$ cat src/hw/rtl/dnsfa_pkg.sv
// Package for the DNS first A record extractor.
// Holds the protocol constants and field lengths; depends on nothing.
package dnsfa_pkg;

    localparam logic [15:0] QR_BIT     = 16'h8000;
    localparam logic [15:0] RCODE_MASK = 16'h000F;
    localparam logic [15:0] TYPE_A     = 16'h0001;
    localparam logic [15:0] CLASS_IN   = 16'h0001;
    localparam logic [15:0] RDATA_A    = 16'h0004;
    localparam logic [7:0]  PTR_MARK   = 8'hC0;
    localparam logic [7:0]  MAX_LABEL  = 8'd63;

    localparam logic [3:0]  HDR_LEN    = 4'd12;
    localparam logic [3:0]  QFIX_LEN   = 4'd4;
    localparam logic [3:0]  AFIX_LEN   = 4'd10;
    localparam logic [3:0]  ADDR_LEN   = 4'd4;

    localparam logic [3:0]  HDR_ID_END = 4'd4;
    localparam logic [3:0]  HDR_QD_END = 4'd6;
    localparam logic [3:0]  HDR_AN_END = 4'd8;
    localparam logic [3:0]  AF_TYPE_END  = 4'd2;
    localparam logic [3:0]  AF_CLASS_END = 4'd4;
    localparam logic [3:0]  AF_TTL_END   = 4'd8;

endpackage

$ cat src/hw/rtl/dns_first_a_record_extractor.sv
// DNS first A record extractor: byte serial response parser, result register.
// Depends on dnsfa_pkg.
// Throughput: one byte per cycle; state steps per byte until found or failed.
// Latency: the result is valid the cycle after the final byte is taken.
// A waiting result stalls input only when it is not taken that cycle.
// Reset (synchronous, active low) clears the parser, the result and expected id.
module dns_first_a_record_extractor
    import dnsfa_pkg::*;
(
    input  logic        i_clk,
    input  logic        i_rst_n,
    input  logic        i_cfg_wr_en,
    input  logic [15:0] i_cfg_wr_data,
    input  logic        i_in_valid,
    output logic        o_in_ready,
    input  logic [7:0]  i_data_byte,
    input  logic        i_last_byte,
    output logic        o_out_valid,
    input  logic        i_out_ready,
    output logic        o_status,
    output logic [31:0] o_ip_address,
    output logic [31:0] o_record_ttl
);

    typedef enum logic [3:0] {
        PH_HDR, PH_NAME, PH_LABEL, PH_PTR, PH_QFIX, PH_AFIX, PH_SKIP, PH_ADDR, PH_IDLE
    } t_phase;

    logic [15:0] r_expected_id;
    t_phase      r_phase, n_phase;
    logic [3:0]  r_count, n_count;
    logic [31:0] r_shift, n_shift;
    logic [15:0] r_qleft, n_qleft;
    logic [15:0] r_aleft, n_aleft;
    logic [5:0]  r_lbl, n_lbl;
    logic [15:0] r_rtype, n_rtype;
    logic [15:0] r_rclass, n_rclass;
    logic [31:0] r_ttl, n_ttl;
    logic [15:0] r_rdata, n_rdata;
    logic        r_found, n_found;
    logic        r_failed, n_failed;

    logic        r_out_valid;
    logic        r_status;
    logic [31:0] r_ip;
    logic [31:0] r_out_ttl;

    logic        w_fire;
    logic        w_take;

    assign o_in_ready   = !r_out_valid || i_out_ready;
    assign w_fire       = i_in_valid && o_in_ready;
    assign w_take       = w_fire && !r_found && !r_failed;
    assign o_out_valid  = r_out_valid;
    assign o_status     = r_status;
    assign o_ip_address = r_ip;
    assign o_record_ttl = r_out_ttl;

    always_comb begin
        n_phase  = r_phase;
        n_count  = r_count;
        n_shift  = r_shift;
        n_qleft  = r_qleft;
        n_aleft  = r_aleft;
        n_lbl    = r_lbl;
        n_rtype  = r_rtype;
        n_rclass = r_rclass;
        n_ttl    = r_ttl;
        n_rdata  = r_rdata;
        n_found  = r_found;
        n_failed = r_failed;
        if (w_take) begin
            case (r_phase)
                PH_HDR: begin
                    if (r_count < HDR_ID_END) begin
                        n_shift = {r_shift[23:0], i_data_byte};
                    end else if (r_count < HDR_QD_END) begin
                        n_qleft = {r_qleft[7:0], i_data_byte};
                    end else if (r_count < HDR_AN_END) begin
                        n_aleft = {r_aleft[7:0], i_data_byte};
                    end
                    if (r_count == HDR_ID_END - 4'd1 &&
                        (n_shift[31:16] != r_expected_id ||
                         (n_shift[15:0] & QR_BIT) == 16'd0 ||
                         (n_shift[15:0] & RCODE_MASK) != 16'd0)) begin
                        n_failed = 1'b1;
                        n_phase  = PH_IDLE;
                    end else begin
                        n_count = r_count + 4'd1;
                        if (r_count == HDR_LEN - 4'd1) begin
                            n_count = 4'd0;
                            n_shift = 32'd0;
                            if (n_qleft != 16'd0 || n_aleft != 16'd0) begin
                                n_phase = PH_NAME;
                            end else begin
                                n_failed = 1'b1;
                                n_phase  = PH_IDLE;
                            end
                        end
                    end
                end
                PH_NAME: begin
                    if (i_data_byte == 8'd0) begin
                        n_count = 4'd0;
                        n_phase = (r_qleft != 16'd0) ? PH_QFIX : PH_AFIX;
                    end else if ((i_data_byte & PTR_MARK) == PTR_MARK) begin
                        n_phase = PH_PTR;
                    end else if (i_data_byte > MAX_LABEL) begin
                        n_failed = 1'b1;
                        n_phase  = PH_IDLE;
                    end else begin
                        n_lbl   = i_data_byte[5:0];
                        n_phase = PH_LABEL;
                    end
                end
                PH_LABEL: begin
                    n_lbl = r_lbl - 6'd1;
                    if (n_lbl == 6'd0) begin
                        n_phase = PH_NAME;
                    end
                end
                PH_PTR: begin
                    n_count = 4'd0;
                    n_phase = (r_qleft != 16'd0) ? PH_QFIX : PH_AFIX;
                end
                PH_QFIX: begin
                    n_count = r_count + 4'd1;
                    if (r_count == QFIX_LEN - 4'd1) begin
                        n_count = 4'd0;
                        n_qleft = r_qleft - 16'd1;
                        if (n_qleft != 16'd0 || r_aleft != 16'd0) begin
                            n_phase = PH_NAME;
                        end else begin
                            n_failed = 1'b1;
                            n_phase  = PH_IDLE;
                        end
                    end
                end
                PH_AFIX: begin
                    if (r_count < AF_TYPE_END) begin
                        n_rtype = {r_rtype[7:0], i_data_byte};
                    end else if (r_count < AF_CLASS_END) begin
                        n_rclass = {r_rclass[7:0], i_data_byte};
                    end else if (r_count < AF_TTL_END) begin
                        n_ttl = {r_ttl[23:0], i_data_byte};
                    end else begin
                        n_rdata = {r_rdata[7:0], i_data_byte};
                    end
                    n_count = r_count + 4'd1;
                    if (r_count == AFIX_LEN - 4'd1) begin
                        n_count = 4'd0;
                        if (n_rtype == TYPE_A && n_rclass == CLASS_IN &&
                            n_rdata == RDATA_A) begin
                            n_shift = 32'd0;
                            n_phase = PH_ADDR;
                        end else begin
                            n_rtype  = 16'd0;
                            n_rclass = 16'd0;
                            n_ttl    = 32'd0;
                            if (n_rdata == 16'd0) begin
                                n_aleft = r_aleft - 16'd1;
                                if (r_qleft != 16'd0 || n_aleft != 16'd0) begin
                                    n_phase = PH_NAME;
                                end else begin
                                    n_failed = 1'b1;
                                    n_phase  = PH_IDLE;
                                end
                            end else begin
                                n_phase = PH_SKIP;
                            end
                        end
                    end
                end
                PH_SKIP: begin
                    n_rdata = r_rdata - 16'd1;
                    if (n_rdata == 16'd0) begin
                        n_aleft = r_aleft - 16'd1;
                        if (r_qleft != 16'd0 || n_aleft != 16'd0) begin
                            n_phase = PH_NAME;
                        end else begin
                            n_failed = 1'b1;
                            n_phase  = PH_IDLE;
                        end
                    end
                end
                PH_ADDR: begin
                    n_shift = {r_shift[23:0], i_data_byte};
                    n_count = r_count + 4'd1;
                    if (r_count == ADDR_LEN - 4'd1) begin
                        n_found = 1'b1;
                        n_phase = PH_IDLE;
                    end
                end
                default: begin
                end
            endcase
        end
    end

    always_ff @(posedge i_clk) begin
        if (!i_rst_n) begin
            r_expected_id <= 16'd0;
        end else if (i_cfg_wr_en) begin
            r_expected_id <= i_cfg_wr_data;
        end
    end

    always_ff @(posedge i_clk) begin
        if (!i_rst_n || (w_fire && i_last_byte)) begin
            r_phase  <= PH_HDR;
            r_count  <= 4'd0;
            r_shift  <= 32'd0;
            r_qleft  <= 16'd0;
            r_aleft  <= 16'd0;
            r_lbl    <= 6'd0;
            r_rtype  <= 16'd0;
            r_rclass <= 16'd0;
            r_ttl    <= 32'd0;
            r_rdata  <= 16'd0;
            r_found  <= 1'b0;
            r_failed <= 1'b0;
        end else begin
            r_phase  <= n_phase;
            r_count  <= n_count;
            r_shift  <= n_shift;
            r_qleft  <= n_qleft;
            r_aleft  <= n_aleft;
            r_lbl    <= n_lbl;
            r_rtype  <= n_rtype;
            r_rclass <= n_rclass;
            r_ttl    <= n_ttl;
            r_rdata  <= n_rdata;
            r_found  <= n_found;
            r_failed <= n_failed;
        end
    end

    always_ff @(posedge i_clk) begin
        if (!i_rst_n) begin
            r_out_valid <= 1'b0;
        end else if (w_fire && i_last_byte) begin
            r_out_valid <= 1'b1;
        end else if (i_out_ready) begin
            r_out_valid <= 1'b0;
        end
    end

    always_ff @(posedge i_clk) begin
        if (!i_rst_n) begin
            r_status  <= 1'b0;
            r_ip      <= 32'd0;
            r_out_ttl <= 32'd0;
        end else if (w_fire && i_last_byte) begin
            r_status  <= !n_found;
            r_ip      <= n_found ? n_shift : 32'd0;
            r_out_ttl <= n_found ? n_ttl : 32'd0;
        end
    end

    a_fail_idle: assert property (@(posedge i_clk) disable iff (!i_rst_n)
        r_failed |-> r_phase == PH_IDLE)
        else $error("failed message not parked");

    a_flags_excl: assert property (@(posedge i_clk) disable iff (!i_rst_n)
        !(r_found && r_failed))
        else $error("found and failed both set");

    a_last_clears: assert property (@(posedge i_clk) disable iff (!i_rst_n)
        (w_fire && i_last_byte) |=> (o_out_valid && r_phase == PH_HDR &&
                                     !r_found && !r_failed && r_count == 4'd0))
        else $error("final byte did not clear parser");

    a_fail_zero: assert property (@(posedge i_clk) disable iff (!i_rst_n)
        (o_out_valid && o_status) |-> (o_ip_address == 32'd0 && o_record_ttl == 32'd0))
        else $error("failure result carries data");

endmodule
$ cat config.mk
export PLATFORM = sky130hd
export DESIGN_NAME = dns_first_a_record_extractor
export DESIGN_NICKNAME = d
export VERILOG_FILES = /design/src/hw/rtl/dnsfa_pkg.sv /design/src/hw/rtl/dns_first_a_record_extractor.sv
export SDC_FILE = /design/constraint.sdc
export NUM_CORES = 1
export LEC_CHECK = 0
export BUFFER_PORTS_ARGS = -buffer_cell sky130_fd_sc_hd__clkbuf_2
export CORE_MARGIN = 4
export CORE_UTILIZATION = 30
export DETAILED_ROUTE_END_ITERATION = 8
export GPL_TIMING_DRIVEN = 0
export HOLD_SLACK_MARGIN = 0.12
export PLACE_DENSITY = 0.51
export SETUP_SLACK_MARGIN = 0.05
export SLEW_MARGIN = 40
export SYNTH_ARGS = -nofsm -noshare
export SYNTH_HDL_FRONTEND = slang
export SYNTH_SLANG_ARGS = --single-unit
$ cat constraint.sdc
create_clock -name i_clk -period 8.2 [get_ports i_clk]
set_clock_uncertainty 0.2 [all_clocks]
set_input_delay 0.82 -clock i_clk [delete_from_list [all_inputs] [get_ports i_clk]]
set_output_delay 0.82 -clock i_clk [all_outputs]
set_load 0.02 [all_outputs]
==> impl_metrics.toml, run 1 <==
[synthesis]
synth_compound_area_frac = 0.2825
ys_ff_latch = 242
yosysTopAreaCell = "dfxtp_1"
syn_nets = 1504
synthFlopType = "dfxtp_1"
synthDominantCellAreaShare = 0.3930
yosys.area_share.xor_xnor = 0.02203
yosys_warnings = 0
synth-seq-area-share = 0.3930
async_reset_ff_frac = 0
syn_area_um2 = 12330
synth.mux.area_fraction = 0.02284
synth.avg_cell_area_um2 = 8.437
yosys.area_share.simple = 0.2111
synth_area_leaders = "dfxtp_1 (39%), nor2_1 (5.5%), a22oi_1 (5.3%)"
synth_top_family_by_area = "compound AO/OA/AOI/OAI gates"
synthesis.instances = 1461
synthAdderAreaFrac = 0.01320
synth_edf_count = 0
ys_types = 90

[pwr]
pwr-share-clk = 0.510
power_density_nw_per_um2 = 192.5
power_leakage_uw = 0.005386
p_comb_frac = 0.062
internal_power_uw = 2103
vdd_drop_max_mv = 0.1578
p_sw_uw = 702.3
pwr-share-seq = 0.428
swShare = 0.2503

[route]
drcViolationCount = 0
detail-route-antenna-nets = 0
routed_wl_um = 46840
drtIter0Drc = 1450
wire_per_inst_um = 21.93
dr.pass1.iters = 6
viasPerCell = 5.756
vias = 12290

[placed_design]
routabilityCongestion = 0.9105
pre_cts_slack_ns = 3.705
dpl.hpwl_um = 33680
placed_area_um2 = 13480
portBuffers = 94
dp_cells = 2080

[clock_tree]
cts.sinks = 242
root_buffer = "clkbuf_16"
cts_hold_buf = 0
cts_tree = "done"
h-tree-depth = 1
post_cts_resized = 0
path_clk_slew_ns = 0.06
clock_path_buffers = 3
cts_buffers = 30
clock_latency_ns = 0.58
post_cts_buffers = 0

[global_routing]
grt_max_degree = 17
track_usage = 0.2013
grt_antenna_before_repair = 0
first_global_vias = 11630
grt_pass1_wl_um = 71360
overflow = 0

[sta]
setup_ws_ns = 3.644
worstMarginPinSlew_ns = 0.8639
slew_headroom = 0.4219
hold_ws_ns = 0.2749
finalSetupTns_ns = 0
rsz0062_at_grt = "no"
fin_crit_sh = 0.5556
hold_violations = 0
drv_slew = 0
finalSetupViolCount = 0
clock.fmax_mhz = 219.5
period_needed_ns = 4.556

[final_layout]
syn_to_final_growth_pct = 18.21
diodes = 0
layout.cells.non_filler = 2136
final_area_um2 = 14570
layout-drive-gt1-share = 0.1328
finalNetCount = 1630

[setup_path]
worstPathCellList = "clkbuf_1 > nor2_1 > clkbuf_1 > mux2i_1 > o22ai_1 > or4_1 > nor4_1 > nor2_1 > a21oi_1 > mux2i_1"
cp_num_buf_inv = 2
worstPathRequired_ns = 8.52
cp_slowest_cell = "nor2_1"
worstSetupEndpointType = "flop"
crit_family = "simple AND/OR/NAND/NOR gates"
worstSetupStartpointType = "flop"
worstPathArrival_ns = 4.87
crit_path_max_fanout = 10
worstSetupPathType = "reg2reg"
cpPeakStageDelay_ns = 0.73

[flow_run]
drv_cap = 0

[floorplanning]
fp-row-count = 73
die_x_um = 210.7
die_h_um = 210.7
start_util = 0.3067
dieArea_um2 = 44400
core_um2 = 40190
ioPinCount = 97

[min_path]
min_path_type = "reg2reg"

[run_status]
status = "completed"
## registers in the layout (all words and copies together) (netlist names), 32 cells and up
name and flops:
r_ttl 32, o_record_ttl 32, r_shift 32, o_ip_address 32
## metal layers
| metal | wire length [µm] | vias up | track usage |
|---|---|---|---|
| met5 | 0 | - | 0 |
| met4 | 864 | 0 | 0.04248 |
| met3 | 3196 | 71 | 0.02941 |
| met2 | 21160 | 510 | 0.3220 |
| met1 | 21620 | 5954 | 0.2899 |
| li1 | - | 5759 | - |
## stage by stage
stage	power (µW)	utilization
2_1_floorplan	1324	-
3_3_place_gp	1397	0.3348
3_5_place_dp	1397	0.3354
4_1_cts	2830	0.3620
5_1_grt	2890	0.3626
6_report	2806	0.3626
## Yosys cell counts (all sizes together) (5+ instances only)
cell type and n:
a211oi 6, a21boi 6, a21o 15, a21oi 80, a221o 21, a22o 52, a22oi 87, a31oi 6
and3 6, buf 19, clkbuf 107, dfxtp 242, ha 13, inv 31, mux2i 27, nand2 72
nand2b 15, nand3 39, nand3b 5, nand4 8, nor2 183, nor2b 30, nor3 46, nor3b 5
nor4 31, o21ai 67, o21bai 8, o221a 8, o221ai 23, o22ai 13, o2bb2ai 16, o32ai 10
or2 8, or3 21, or4 24, xnor2 15, xor2 16
## placed cells by master (no fill, tap or decap), types with 27 or more instances in the layout
master and count:
clkbuf_2 102, nand2_1 71, nor3_1 44, o21ai_0 62, inv_1 31, mux2i_1 27, nor2_1 181, nor4_1 28
a22oi_1 87, nand3_1 39, clkbuf_1 101, clkbuf_16 30, a21oi_1 79, a22o_1 52, dfxtp_1 242, nor2b_1 30
## power by group through the flow
stage | sequential (µW) | combinational, µW | clock [µW]
floorplan | 1220 | 102 | 0
global placement | 1230 | 170 | 0
detailed placement | 1230 | 170 | 0
CTS | 1200 | 171 | 1460
global route | 1200 | 185 | 1500
finish | 1200 | 173 | 1430
## cell type report
cell class | count | area [µm²]
sequential | 242 | 4845
clock buffer | 39 | 814.5
tap | 525 | 656.9
multi-input combinational | 1061 | 6837
inverter | 31 | 116.4
timing repair buffer | 94 | 470.5
fill | 4207 | 25620
clock inverter | 17 | 256.5
buffer | 127 | 575.6
## worst paths after layout
| check | startpoint | endpoint | slack (ns) | cells past startpoint |
|---|---|---|---|---|
| worst min-delay path | o_record_ttl[8] | o_record_ttl[8] | 0.27 | 1 |
| worst min register to register | o_record_ttl[8] | o_record_ttl[8] | 0.27 | 1 |
| worst max register to register | r_count[3] | r_count[0] | 3.64 | 10 |
| worst max-delay path | r_count[3] | r_count[0] | 3.64 | 10 |
## cell families (layout without fill, tap and decap cells)
logic type / Yosys count / after routing
multiplexers: 28 / 28
AO/OA/AOI/OAI: 474 / 474
buffers and inverters: 158 / 308
adder cells (fa/ha/maj): 13 / 13
AND/OR/NAND/NOR: 515 / 515
flip-flops: 242 / 242
XOR/XNOR: 31 / 31
(Power assumes the default switching activity.)
==> run 2, diff against run 1 <==
--- a/config.mk
+++ b/config.mk
@@ -11,7 +11,7 @@
 export DETAILED_ROUTE_END_ITERATION = 8
 export GPL_TIMING_DRIVEN = 0
 export HOLD_SLACK_MARGIN = 0.12
-export PLACE_DENSITY = 0.51
+export PLACE_DENSITY = 0.52
 export SETUP_SLACK_MARGIN = 0.05
 export SLEW_MARGIN = 40
 export SYNTH_ARGS = -nofsm -noshare
==> constraint.sdc (replaced) <==
create_clock -name i_clk -period 3.9 [get_ports i_clk]
set_clock_uncertainty 0.2 [all_clocks]
set_input_delay 0.39 -clock i_clk [delete_from_list [all_inputs] [get_ports i_clk]]
set_output_delay 0.39 -clock i_clk [all_outputs]
set_load 0.02 [all_outputs]
==> run 2 against run 1 <==
Combinational power up 120%; via count up 0.54%; critical path depth unchanged; count of clock-buffer cells in the layout down 5; design area up 1.5%; clock power up 100%; fmax up 24%; cell count up 0.94%; flip-flop and latch count unchanged; total power up 110%; critical path type unchanged.
==> impl_metrics.toml, run 2 (synthesized netlist as in run 1, its figures left out) <==
[run_status]
status = "completed"

[setup_path]
timing.rr.end = "r_shift[23]"
setup.worst_path.start = "r_count[3]"
worstSetupStartpointType = "flop"
worstSetupEndpointType = "flop"
worstRegToRegCells = 10
worstPathRequired_ns = 4.12
worstSetupPathType = "reg2reg"
crit_path_max_fanout = 10
r2r_slack_ns = 0.21
r2r_start = "r_count[3]"
worstPathArrival_ns = 3.91

[global_routing]
grt_pass1_wl_um = 70450
track_usage = 0.1982
grt_max_degree = 15
overflow = 0
grt_antenna_before_repair = 0
first_global_vias = 11680

[final_layout]
diodes = 0
finalNetCount = 1651
n_fill_cell = 4201
syn_to_final_growth_pct = 20.01
final_common_cell = "dfxtp_1"
fin_util = 0.3681
layout_common_cells = "dfxtp_1 (241), nor2_1 (181), clkbuf_2 (111)"
layout-drive-gt1-share = 0.1435
layout.cells.non_filler = 2156

[sta]
period_needed_ns = 3.687
drv_slew = 0
setup_ws_ns = 0.2128
slew_headroom = 0.4182
worstMarginPinSlew_ns = 0.8726
rsz0062_at_grt = "no"
fin_crit_sh = 0.9454
finalSetupViolCount = 0
clock.fmax_mhz = 271.2
hold_violations = 0

[route]
routed_wl_um = 46000
drcViolationCount = 0
viasPerCell = 5.733
wire_per_inst_um = 21.34
drtIter0Drc = 1286
dr.pass1.iters = 6
detail-route-antenna-nets = 0
vias = 12360

[clock_tree]
h-tree-depth = 1
clock_latency_ns = 0.57
cts_buffers = 29
cts_tree = "done"
path_clk_slew_ns = 0.07
root_buffer = "clkbuf_16"
clock_path_buffers = 3
cts.sinks = 242

[floorplanning]
die_h_um = 210.7
ioPinCount = 97
start_util = 0.3067
fp-row-count = 73
dieArea_um2 = 44400
core_um2 = 40190
die_x_um = 210.7

[placed_design]
dpl.hpwl_um = 33290
pre_cts_slack_ns = -0.3620
dp_cells = 2080
routabilityCongestion = 0.9293
portBuffers = 94

[min_path]
min_to = "r_expected_id[15]"
min_path_type = "in2reg"
holdPathStages = 3
worstHoldStart = "i_cfg_wr_en"

[pwr]
power_leakage_uw = 0.005504
power_density_nw_per_um2 = 394.8
vdd_drop_max_mv = 0.3579

[flow_run]
drv_cap = 0
run 2: cell types whose count changed in the layout (fill, tap and decap cells not counted), sizes merged:
cell / previous run / this run
clkinv: 8 / 9
clkbuf: 240 / 235
inv: 31 / 32
dlygate4sd3: 0 / 20
clkinvlp: 4 / 5
buf: 19 / 21
run 2: worst max path at each step:
stage | endpoint | slack, ns
6_report | r_shift[23] | 0.21
5_1_grt | r_shift[23] | 0.05
4_1_cts | r_phase[3] | 0.06
3_5_place_dp | r_shift[23] | -0.36
3_3_place_gp | r_shift[27] | -0.38
2_1_floorplan | r_phase[0] | 0.50
run 2: area by class of cell:
cell class / count / area [µm²] / share of cell area
clock buffers: 34 / 784.5 / 0.05303
plain buffers: 126 / 583.1 / 0.03941
well taps: 525 / 656.9 / 0.04441
multi-input cells: 1061 / 6868 / 0.4643
repair buffers: 117 / 693.2 / 0.04686
flip-flops and latches: 242 / 4846 / 0.3276
inverters: 31 / 116.4 / 0.007866
clock inverters: 20 / 245.2 / 0.01658
run 2: report_power, final:
group / leakage, µW / internal (µW) / switching (µW) / total, µW
clock network: 0.000499 / 1770 / 1160 / 2930
logic: 0.00305 / 130 / 256 / 385
registers: 0.00195 / 2490 / 32.0 / 2530
run 2: per-layer routing:
metal	up-vias	track usage	share of wire
li1	5803	-	-
met1	5947	0.2870	0.46
met2	526	0.3057	0.44
met3	85	0.03431	0.071
met4	0	0.05276	0.027
met5	-	0	0
run 2: repair_timing:
action,CTS,global route
buffers inserted,0,3
hold buffers,20,0
endpoints found under the hold margin,21,0
pin swaps,1,1
resized for setup,11,11
endpoints found under the setup margin,67,58
run 2: per-stage QoR:
stage	hold WS (ns)	power, µW	cell area (µm²)	setup TNS (ns)
final	0.1729	5841	14790	0
after CTS	0.1322	5879	14740	0
after global routing	0.1867	6013	14790	0
after global placement	0.2573	2936	13450	-14.44
after floorplan	0.2257	2784	12330	0
after detailed placement	0.2594	2937	13480	-11.85
run 2: worst max-delay path: stages, from the launching register on:
cell       delay [ns]
dfxtp_1          0.34
clkbuf_2         0.21
or4_1            0.56
a2111oi_1        0.45
a21oi_1          0.12
nor4_1           0.39
nand3_1          0.24
a21boi_4         0.30
nor2_1           0.22
clkbuf_2         0.31
o2bb2ai_1        0.19
